### src/hw/rtl/lbve_pkg.sv
// Shared types and constants of the legged body velocity estimator.
`timescale 1ns / 1ps
`default_nettype none
package lbve_pkg;
	localparam int NUM_LEGS_DEF  = 6;
	localparam int FRAC_BITS_DEF = 16;
	localparam int SUM_W         = 40;
	localparam int POS_W         = 32;

	localparam logic [31:0] INV_PERIOD_RST = 32'd87381333;
	localparam logic [31:0] PERIOD_RST     = 32'd3221225;

	localparam logic [1:0] PHASE_STANCE = 2'd0;
	localparam logic [1:0] PHASE_SWING  = 2'd1;
	localparam logic [1:0] TICKS_TRACK  = 2'd2;
	localparam logic [7:0] MOVING_MAX   = 8'd255;

	localparam logic CFG_INV_PERIOD = 1'b0;
	localparam logic CFG_PERIOD     = 1'b1;

	typedef struct packed {
		logic [1:0]       phase;
		logic             en;
		logic [1:0]       ticks;
		logic [POS_W-1:0] px;
		logic [POS_W-1:0] py;
		logic [POS_W-1:0] pz;
	} leg_ent_t;

	typedef enum logic [8:0] {
		ST_IDLE = 9'b000000001,
		ST_LEG  = 9'b000000010,
		ST_MUL  = 9'b000000100,
		ST_ACC  = 9'b000001000,
		ST_CHK  = 9'b000010000,
		ST_DIV  = 9'b000100000,
		ST_IMUL = 9'b001000000,
		ST_IADD = 9'b010000000,
		ST_OUT  = 9'b100000000
	} state_t;
endpackage
`default_nettype wire

### src/hw/rtl/lbve_div.sv
// Three-lane restoring divider, one quotient bit per lane and cycle.
`timescale 1ns / 1ps
`default_nettype none
module lbve_div (
	input  wire logic                                clk,
	input  wire logic                                arst_n,
	input  wire logic                                start,
	input  wire logic [2:0][lbve_pkg::SUM_W-1:0]     dvd,
	input  wire logic [7:0]                          dvs,
	output logic                                     done,
	output logic [2:0][lbve_pkg::SUM_W-1:0]          quo
);
	localparam int CNT_W = $clog2(lbve_pkg::SUM_W + 1);

	logic [CNT_W-1:0]                   cnt_q;
	logic                               busy_q;
	logic [2:0][8:0]                    rem_q;
	logic [2:0][lbve_pkg::SUM_W-1:0]    q_q;
	logic [7:0]                         dvs_q;
	logic [2:0][8:0]                    rem_d;
	logic [2:0][lbve_pkg::SUM_W-1:0]    q_d;
	logic [2:0][8:0]                    sh;

	always_comb begin
		for (int i = 0; i < 3; i++) begin
			sh[i] = {rem_q[i][7:0], q_q[i][lbve_pkg::SUM_W-1]};
			if (sh[i] >= {1'b0, dvs_q}) begin
				rem_d[i] = sh[i] - {1'b0, dvs_q};
				q_d[i]   = {q_q[i][lbve_pkg::SUM_W-2:0], 1'b1};
			end else begin
				rem_d[i] = sh[i];
				q_d[i]   = {q_q[i][lbve_pkg::SUM_W-2:0], 1'b0};
			end
		end
	end

	always_ff @(posedge clk or negedge arst_n) begin
		if (!arst_n) begin
			busy_q <= 1'b0;
			cnt_q  <= '0;
			done   <= 1'b0;
		end else begin
			done <= 1'b0;
			if (start) begin
				busy_q <= 1'b1;
				cnt_q  <= CNT_W'(lbve_pkg::SUM_W - 1);
			end else if (busy_q) begin
				if (cnt_q == '0) begin
					busy_q <= 1'b0;
					done   <= 1'b1;
				end else begin
					cnt_q <= cnt_q - 1'b1;
				end
			end
		end
	end

	always_ff @(posedge clk) begin
		if (start) begin
			q_q   <= dvd;
			rem_q <= '0;
			dvs_q <= dvs;
		end else if (busy_q) begin
			q_q   <= q_d;
			rem_q <= rem_d;
		end
	end

	assign quo = q_q;
endmodule
`default_nettype wire

### config.mk
export PLATFORM = sky130hd
export DESIGN_NAME = lbve_div
export DESIGN_NICKNAME = d
export VERILOG_FILES = /design/src/hw/rtl/lbve_pkg.sv /design/src/hw/rtl/lbve_div.sv
export SDC_FILE = /design/constraint.sdc
export NUM_CORES = 1
export LEC_CHECK = 0
export ABC_AREA = 1
export BUFFER_PORTS_ARGS = -buffer_cell sky130_fd_sc_hd__buf_2
export CORE_ASPECT_RATIO = 2
export CORE_UTILIZATION = 45
export DETAILED_ROUTE_END_ITERATION = 10
export PLACE_DENSITY_LB_ADDON = 0.2
export SLEW_MARGIN = 20
export SYNTH_ARGS = -nofsm -noshare
export SYNTH_HDL_FRONTEND = slang
export SYNTH_SLANG_ARGS = --single-unit
### constraint.sdc
create_clock -name clk -period 5.4 [get_ports clk]
set_clock_uncertainty 0.2 [all_clocks]
set_input_delay 0.81 -clock clk [delete_from_list [all_inputs] [get_ports clk]]
set_output_delay 0.81 -clock clk [all_outputs]
set_load 0.01 [all_outputs]
==> run metrics, run 1 <==
Pleak approximately 0.0054 uW; area grow syn2layout 24.23%; setup TNS 0 ns; row cnt 69; Wirelength per Cell between 15 and 20 um; Starting Density between 40% and 50%; max cap viols 0; most frequent cells in the layout nand2_1 (507), buf_2 (250), edfxtp_1 (128), inv_1 (63), nand3_1 (59); hold crit path type in -> async; slowest CP cell nor2_4; CP top delay family buffers and inverters; clock insertion delay at the later pin of the skew report between 0.4 and 0.5 ns; RSZ-0062 raised after global routing no; Critical Path Sink Type register; Critical R2R Launch dvs_q[1]$_DFFE_PP_; flop2flop setup slack between 3 and 4 ns; Seq cells post-synth 160; status completed; Root Buffer clkbuf_16; Slew Limit Fails 0; First-pass DRT Iterations 5; Die ar. approximately 19000 sq um; CTS Hold Bufs 0; synth unique cells 36; CP max stage delay between 0.5 and 0.6 ns; ys flop type edfxtp_1; via density per instance roughly 5; die height roughly 190 um; VDD IR-drop max ~0.21 mV; Post-Synthesis Cells between 900 and 1000; drc violations 0; syn nets ~1100; Die Wd around 97 um; Critical Path RT around 5.3 ns; PnR Total Power roughly 4300 uW; Post-synth EDFFs 128; fin crit share between 40% and 50%; Clock Pin Slew Worst Setup and Hold Paths 0.06 ns; WP data arrival 2.32 ns; final net count 1352; WP buf/inv 3; TritonCTS Buffers 17; Worst-Margin Slew approximately 1.0 ns; CP Class in -> reg; CTS tree done; Setup crit start kind input pin; CP Max Fanout roughly 110; DRT iter0 DRCs around 300; HPWL after DPL between 15000 and 20000 um; final hold violations 0; routability cong. approximately 0.90; post-synthesis sequential area ratio about 55%; share of cells above drive strength 1 around 25%; Reg-to-Reg End rem_q[24]$_SDFFE_PP0P_; Syn. warnings 0; clk sinks 160; Max Root-Sink Buffers 2; initial antenna violation count 0; via count just over 7000; Fmax approximately 0.4 GHz; fillers between 1500 and 2000; total setup buffers inserted after CTS 0; pin count of the biggest net entering global routing roughly 110; Tot GR Track Use a little under a quarter; max_slew headroom between 30% and 40%; Antenna Nets Post-Route 0; first-pass GRT wire length between 30000 and 40000 um; reg2reg path depth 11; Core Area between 15000 and 20000 sq um; Hold WS between 0.015 and 0.02 ns; Cell Chain, Critical Path buf_4 > nor2_4 > inv_4 > buf_12; PD cells about 420 nW/um^2; grt ovf 0; Post-CTS Resized 0; IO Pins about 250; most common cell after layout, fill and taps aside nand2_1; final setup fails 0; min cycle time layout 2.438 ns; WL final 22360 um; FFs w/ async S/R, synth under 10%; I/O Buffers approximately 250; vias in the first global route slightly below 7000; placed cell area about 9600 sq um; synthesized area 8163 sq um; post-route cell area 10140 sq um; Synth Area per Inst around 8.6 sq um; H-tree Lvls 4
[flip-flops by register name (all words and copies together) (netlist names)]
name,count
dvs_q,8
busy_q,1
quo,120
rem_q,24
done,1
cnt_q,6
[metal layers]
metal  track usage [%]  routed length [um]  vias up
met4             15.38                1243        0
li1                  -                   -     3526
met5                 0                   0        -
met1             24.90                8036     3295
met2             43.07               12070      231
met3             4.527                1012       71
[power breakdown]
group	internal [uW]	switching [uW]
Clock	703	477
Sequential	1540	142
Combinational	549	868
Total	2790	1490
[layout make-up]
| type | count | area (sq um) | share of cell area, % |
|---|---|---|---|
| clock buffers | 25 | 475.5 | 4.688 |
| repair buffers | 255 | 1301 | 12.83 |
| diodes | 1 | 2.502 | 0.02468 |
| multi-input cells | 691 | 3227 | 31.82 |
| flip-flops and latches | 160 | 4524 | 44.61 |
| clock inverters | 7 | 87.58 | 0.8637 |
| well taps | 213 | 266.5 | 2.628 |
| inverters | 67 | 256.5 | 2.529 |
[per-stage QoR]
step	std cells	util, %	setup WS, ns
3_3_place_gp	1386	53.84	2.560
4_1_cts	1418	57.01	2.995
3_5_place_dp	1386	53.84	2.549
5_1_grt	1418	57.01	2.812
2_1_floorplan	950	-	0.7498
6_report	1419	57.02	2.962
[Yosys cell counts (2+ instances only)]
master | number | area [sq um]
nor3_2 | 2 | 20.02
nand2_2 | 4 | 25.02
xnor2_1 | 3 | 26.28
buf_4 | 2 | 15.01
inv_2 | 3 | 11.26
buf_2 | 12 | 60.06
nor2_4 | 3 | 33.78
nand3b_1 | 9 | 67.56
ha_1 | 26 | 325.3
fa_1 | 3 | 60.06
nand2_4 | 6 | 67.56
dfrtp_1 | 8 | 200.2
xor2_1 | 8 | 70.07
clkbuf_1 | 16 | 60.06
nor2_1 | 26 | 97.59
dfxtp_1 | 24 | 480.5
nand3_1 | 59 | 295.3
o21ai_0 | 6 | 30.03
edfxtp_1 | 128 | 3844
a21oi_1 | 11 | 55.05
nand4_1 | 5 | 31.28
inv_1 | 64 | 240.2
nand2_1 | 507 | 1903
a31oi_1 | 3 | 18.77
[worst max path at each step]
| stage | from | to | slack [ns] | depth (start not counted) |
|---|---|---|---|---|
| floorplan | start | cnt_q[2]$_DFFE_PN0P_ | 0.75 | 8 |
| CTS | start | quo[60]$_DFFE_PP_ | 3.00 | 5 |
| global route | start | quo[96]$_DFFE_PP_ | 2.81 | 5 |
| detailed placement | start | quo[90]$_DFFE_PP_ | 2.55 | 5 |
| global placement | start | quo[90]$_DFFE_PP_ | 2.56 | 5 |
| finish | start | quo[32]$_DFFE_PP_ | 2.96 | 4 |
[cell families (layout without fill, tap and decap cells)]
| group | Yosys count | count (layout) | synth area share (%) |
|---|---|---|---|
| flops | 160 | 160 | 55.43 |
| xor+xnor | 11 | 11 | 1.180 |
| other cells | 0 | 1 | 0 |
| simple gates | 627 | 627 | 31.85 |
| buf+inv | 99 | 354 | 5.043 |
| compound gates | 24 | 24 | 1.778 |
| fa+ha+maj | 29 | 29 | 4.721 |
No activity file was read; power rests on OpenSTA's default activity.
==> inputs of run 2 (changes only) <==
clock period = 2.5 ns   (was 5.4 ns; I/O delays follow)
==> run 2 against run 1 <==
Effect of this change:
- non-clock buffer count is 18 higher
- critical path depth is 7 higher
- total power is 110% higher
- sequential share of layout area is 0.86 points lower
- critical endpoint is now rem_q[10]$_SDFFE_PP0P_
- largest cell class unchanged
==> run metrics, run 2 (same netlist as run 1, synthesis figures left out) <==
fin crit share between 90 and 100%; most common cell after layout, fill and taps aside nand2_1; Die ar. around 19000 sq um; fillers around 1700; I/O Buffers ~250; Worst-Margin Slew just under 0.5 ns; initial antenna violation count 3; status completed; Reg-to-Reg End rem_q[10]$_SDFFE_PP0P_; max_slew headroom between 60% and 70%; Critical Path RT 2.62 ns; VDD IR-drop max about 0.48 mV; Critical Path Sink Type register; pin count of the biggest net entering global routing 83; IO Pins between 200 and 300; final net count around 1400; clock insertion delay at the later pin of the skew report about 0.43 ns; H-tree Lvls 4; die height between 150 and 200 um; HPWL after DPL between 15000 and 20000 um; reg2reg path depth 11; hold crit path type in -> reg; Setup crit start kind register; slowest CP cell edfxtp_1; setup TNS 0 ns; Fmax about 0.43 GHz; hold path startpoint dvd[84]; routability cong. 0.9541; Hold WS approximately 0.011 ns; CP max stage delay roughly 0.56 ns; min cycle time layout about 2.3 ns; final hold violations 0; Starting Density 45.90%; max FFs per register 120; WP data arrival roughly 2.4 ns; final setup fails 0; Pleak ~0.0055 uW; max cap viols 0; grt ovf 0; area grow syn2layout 26.67%; share of cells above drive strength 1 26.00%; Wirelength per Cell ~16 um; first-pass GRT wire length between 30000 and 40000 um; most frequent cells in the layout nand2_1 (506), buf_2 (250), edfxtp_1 (128), inv_1 (63), nand3_1 (59); placed cell area just under 10000 sq um; Antenna Nets Post-Route 0; CP top delay family simple AND/OR/NAND/NOR gates; PD cells 888.1 nW/um^2; CTS tree done; CP Class reg -> reg; row cnt a little under 70; RSZ-0062 raised after global routing no; via count between 7000 and 8000; Worst path most repeated cell nand2_1; WP buf/inv 1; drc violations 0; flop2flop setup slack between 0.15 and 0.2 ns; TritonCTS Buffers 17; Tot GR Track Use around 24%; Slew Limit Fails 0; post-route cell area 10340 sq um; WL final about 23000 um; Crit. Startpoint dvs_q[1]$_DFFE_PP_; total setup buffers inserted after CTS 0; Core Area ~18000 sq um; vias in the first global route roughly 7000; Core Util, Final between 50 and 60%; Critical R2R Launch dvs_q[1]$_DFFE_PP_; Root Buffer clkbuf_16; DRT iter0 DRCs ~230; Clock Pin Slew Worst Setup and Hold Paths around 0.07 ns; via density per instance between 4 and 5; PnR Total Power roughly 9200 uW; Cell Chain, Critical Path inv_1 > ha_1 > nand2_1 > nand2_1 > nand3b_4 > nand2_4 > nand2_2 > nand2_4 > nand2_1 > nand3_1 > nand2_1; CP Max Fanout 10; hold path depth 3; First-pass DRT Iterations 5; WHS Endpoint quo[84]$_DFFE_PP_; Max Root-Sink Buffers 2; clk sinks between 150 and 200; Die Wd roughly 97 um
## run 2: cell types whose count changed in the layout (fill, tap and decap cells not counted), moves of 4 or more
cell / change
o21ai_1: +5
o21ai_0: -5
inv_6: +5
dlygate4sd3_1: +13
buf_12: +4
clkbuf_1: -5
## run 2: worst reg2reg max path, delay by kind of cell, from the launching register on
kind	cells	cell delay, ns
DFF	1	0.56
adders and majority gates	1	0.37
buffers and inverters	1	0.18
and+or+nand+nor	9	0.91
## run 2: what timing repair did
action / CTS / global route
endpoints found under the hold margin: 20 / 0
resized for setup: 0 / 0
hold buffers: 13 / 0
## run 2: how the worst max path moves through the flow
stage                     slack [ns]  depth (start not counted)                endpoint
final                           0.18                         11  rem_q[10]$_SDFFE_PP0P_
after global routing            0.04                         11   rem_q[9]$_SDFFE_PP0P_
after CTS                       0.18                         11  rem_q[10]$_SDFFE_PP0P_
after detailed placement        0.22                         11  rem_q[10]$_SDFFE_PP0P_
after global placement          0.20                         11  rem_q[11]$_SDFFE_PP0P_
after floorplan                -0.80                          8    cnt_q[2]$_DFFE_PN0P_
## run 2: metrics by stage
step / std cells / setup slack (ns)
finish: 1438 / 0.1775
global route: 1438 / 0.04380
CTS: 1436 / 0.1806
detailed placement: 1391 / 0.2173
global placement: 1391 / 0.2029
floorplan: 950 / -0.8027
## run 2: cell type report
class / count / area (sq um) / share of cell area (%)
timing repair buffer: 273 / 1519 / 14.69
multi-input combinational: 691 / 3229 / 31.23
antenna: 2 / 5.005 / 0.04840
tap: 213 / 266.5 / 2.577
clock inverter: 14 / 108.9 / 1.053
sequential: 160 / 4524 / 43.76
clock buffer: 18 / 429.2 / 4.151
inverter: 67 / 257.7 / 2.493
## run 2: routing by layer
| metal | wire [um] | GRT usage [%] |
|---|---|---|
| met1 | 8245 | 25.13 |
| met2 | 12370 | 45.67 |
| met3 | 1210 | 4.636 |
| met4 | 1096 | 14.25 |
| met5 | 8 | 0 |
## run 2: power by group
part | leakage (uW) | total (uW) | switching [uW] | internal [uW]
Combinational | 0.00351 | 3090 | 1880 | 1210
Sequential | 0.00169 | 3650 | 339 | 3310
Clock | 0.000264 | 2440 | 1150 | 1290
==> inputs of run 3 (changes only) <==
PLACE_DENSITY = 0.74   (was default)
PLACE_DENSITY_LB_ADDON = default   (was 0.2)
==> run 3 against run 2 <==
Effect of this change:
- cell count down 0.28%
- largest cell class unchanged
- hold slack better by 0.010 ns
- wire length down 0.74%
- largest power group unchanged
- maximum frequency up 9.5%
==> run metrics, run 3 (same netlist as run 1, synthesis figures left out) <==
status completed; die height 192.5 um; CP Class reg -> reg; WL final 22760 um; initial antenna violation count 0; max FFs per register 120; fin crit share between 80% and 90%; Pleak between 0.005 and 0.006 uW; Slew Limit Fails 0; H-tree Lvls 4; Die Wd between 90 and 100 um; hold crit path type in -> reg; area grow syn2layout 26.58%; GRT met3 Usage about 4.5%; TritonCTS Buffers 17; dpl cells roughly 1400; Fmax between 0.4 and 0.5 GHz; clk sinks 160; Max Root-Sink Buffers 2; grt ovf 0; storage element area 4524 sq um; met1 usage between 20% and 30%; final net count roughly 1400; CP Max Fanout 10; DRT iter0 DRCs 265; placed cell area a little under 10000 sq um; WP data arrival between 2 and 2.5 ns; Die ar. between 15000 and 20000 sq um; PnR Total Power approximately 9300 uW; drc violations 0; Wirelength per Cell ~16 um; Starting Density 45.90%; Critical Path Sink Type register; Antenna Nets Post-Route 0; Critical Path RT between 2 and 3 ns; max cap viols 0; share of cells above drive strength 1 between 20% and 30%; Root Buffer clkbuf_16; via count roughly 7300; multi-input logic area 3229 sq um; Final WS setup around 0.38 ns; pre-CTS setup slack 0.4018 ns; row cnt between 60 and 70; PD cells roughly 900 nW/um^2; first-pass GRT wire length 35050 um; Most Crowded Layer GR met2; pin count of the biggest net entering global routing a little over 60; min cycle time layout roughly 2.1 ns; post-route cell area 10330 sq um; HPWL after DPL approximately 17000 um; final hold violations 0; Core Area about 18000 sq um; total setup buffers inserted after CTS 0; vias in the first global route roughly 7100; Tot GR Track Use 24.26%; First-pass DRT Iterations 4; CTS tree done; IO Pins ~250; Clock Pin Slew Worst Setup and Hold Paths about 0.07 ns; Worst-Margin Slew 0.6137 ns; fillers 1626; VDD IR-drop max 0.4681 mV; final setup fails 0; routability cong. 0.9426; clock insertion delay at the later pin of the skew report ~0.42 ns; met2 Resource Use GR 44.26%; via density per instance 5.058; ant diodes 0; fin cells between 1000 and 1500; I/O Buffers between 200 and 300; most frequent cells in the layout nand2_1 (506), buf_2 (250), edfxtp_1 (128), inv_1 (63), nand3_1 (59); Setup crit start kind register; RSZ-0062 raised after global routing no; max_slew headroom about three fifths; most common cell after layout, fill and taps aside nand2_1
-- run 3: changes by cell type in the layout (fill, tap and decap cells not counted), sizes merged --
cell,change
buf,+1
bufinv,+2
clkinv,+1
clkinvlp,+2
diode,-2
dlygate4sd3,-3
inv,-5
-- run 3: worst paths after layout --
path                                          end  slack, ns  depth (start not counted)                    from
setup / recovery            rem_q[9]$_SDFFE_PP0P_       0.38                         11      dvs_q[1]$_DFFE_PP_
min in group asynchronous    cnt_q[4]$_DFFE_PN0P_       0.12                          2                  arst_n
hold reg to reg            rem_q[24]$_SDFFE_PP0P_       0.27                          2  rem_q[24]$_SDFFE_PP0P_
hold / removal                 quo[114]$_DFFE_PP_       0.02                          3                dvd[114]
setup reg to reg            rem_q[9]$_SDFFE_PP0P_       0.38                         11      dvs_q[1]$_DFFE_PP_
max in group asynchronous    cnt_q[5]$_DFFE_PN0P_       1.81                          2                  arst_n
-- run 3: final cells by class --
cell class / instances / share of cell area [%]
clock buffer: 18 / 4.154
clock inverter: 14 / 1.368
inverter: 67 / 2.495
multi-input combinational: 691 / 31.25
sequential: 160 / 43.79
tap: 213 / 2.579
timing repair buffer: 271 / 14.36
-- run 3: timing repair --
item	in CTS	in global routing
gates resized for setup	0	0
hold buffers	10	0
hold endpoints to repair	17	0
-- run 3: worst max-delay path, stage by stage, from the launching register on --
cell and delay [ns]:
edfxtp_1 0.48, inv_1 0.15, ha_1 0.32, nand2_1 0.05, nand2_1 0.14, nand3b_4 0.11, nand2_4 0.07, nand2_2 0.14
nand2_4 0.16, nand2_1 0.06, nand3_1 0.07, nand2_1 0.06
-- run 3: report_power, final --
| group | total (uW) | internal, uW | switching (uW) | leakage (uW) |
|---|---|---|---|---|
| Sequential | 3650 | 3320 | 339 | 0.00169 |
| Combinational | 3120 | 1210 | 1910 | 0.00350 |
| Clock | 2540 | 1470 | 1070 | 0.000270 |
-- run 3: routing by layer --
metal	routed length (um)	part of all wire [%]
met2	12090	53
met5	0	0
met1	8217	36
met4	1363	6.0
met3	1095	4.8
-- run 3: stage by stage --
step	hold WS (ns)	utilization, %	TNS [ns]
global placement	0.02425	54.33	0
finish	0.02091	58.10	0
CTS	0.00007128	58.10	0
detailed placement	0.02437	54.33	0
floorplan	-0.1206	-	-71.53
global route	0.003804	58.10	0
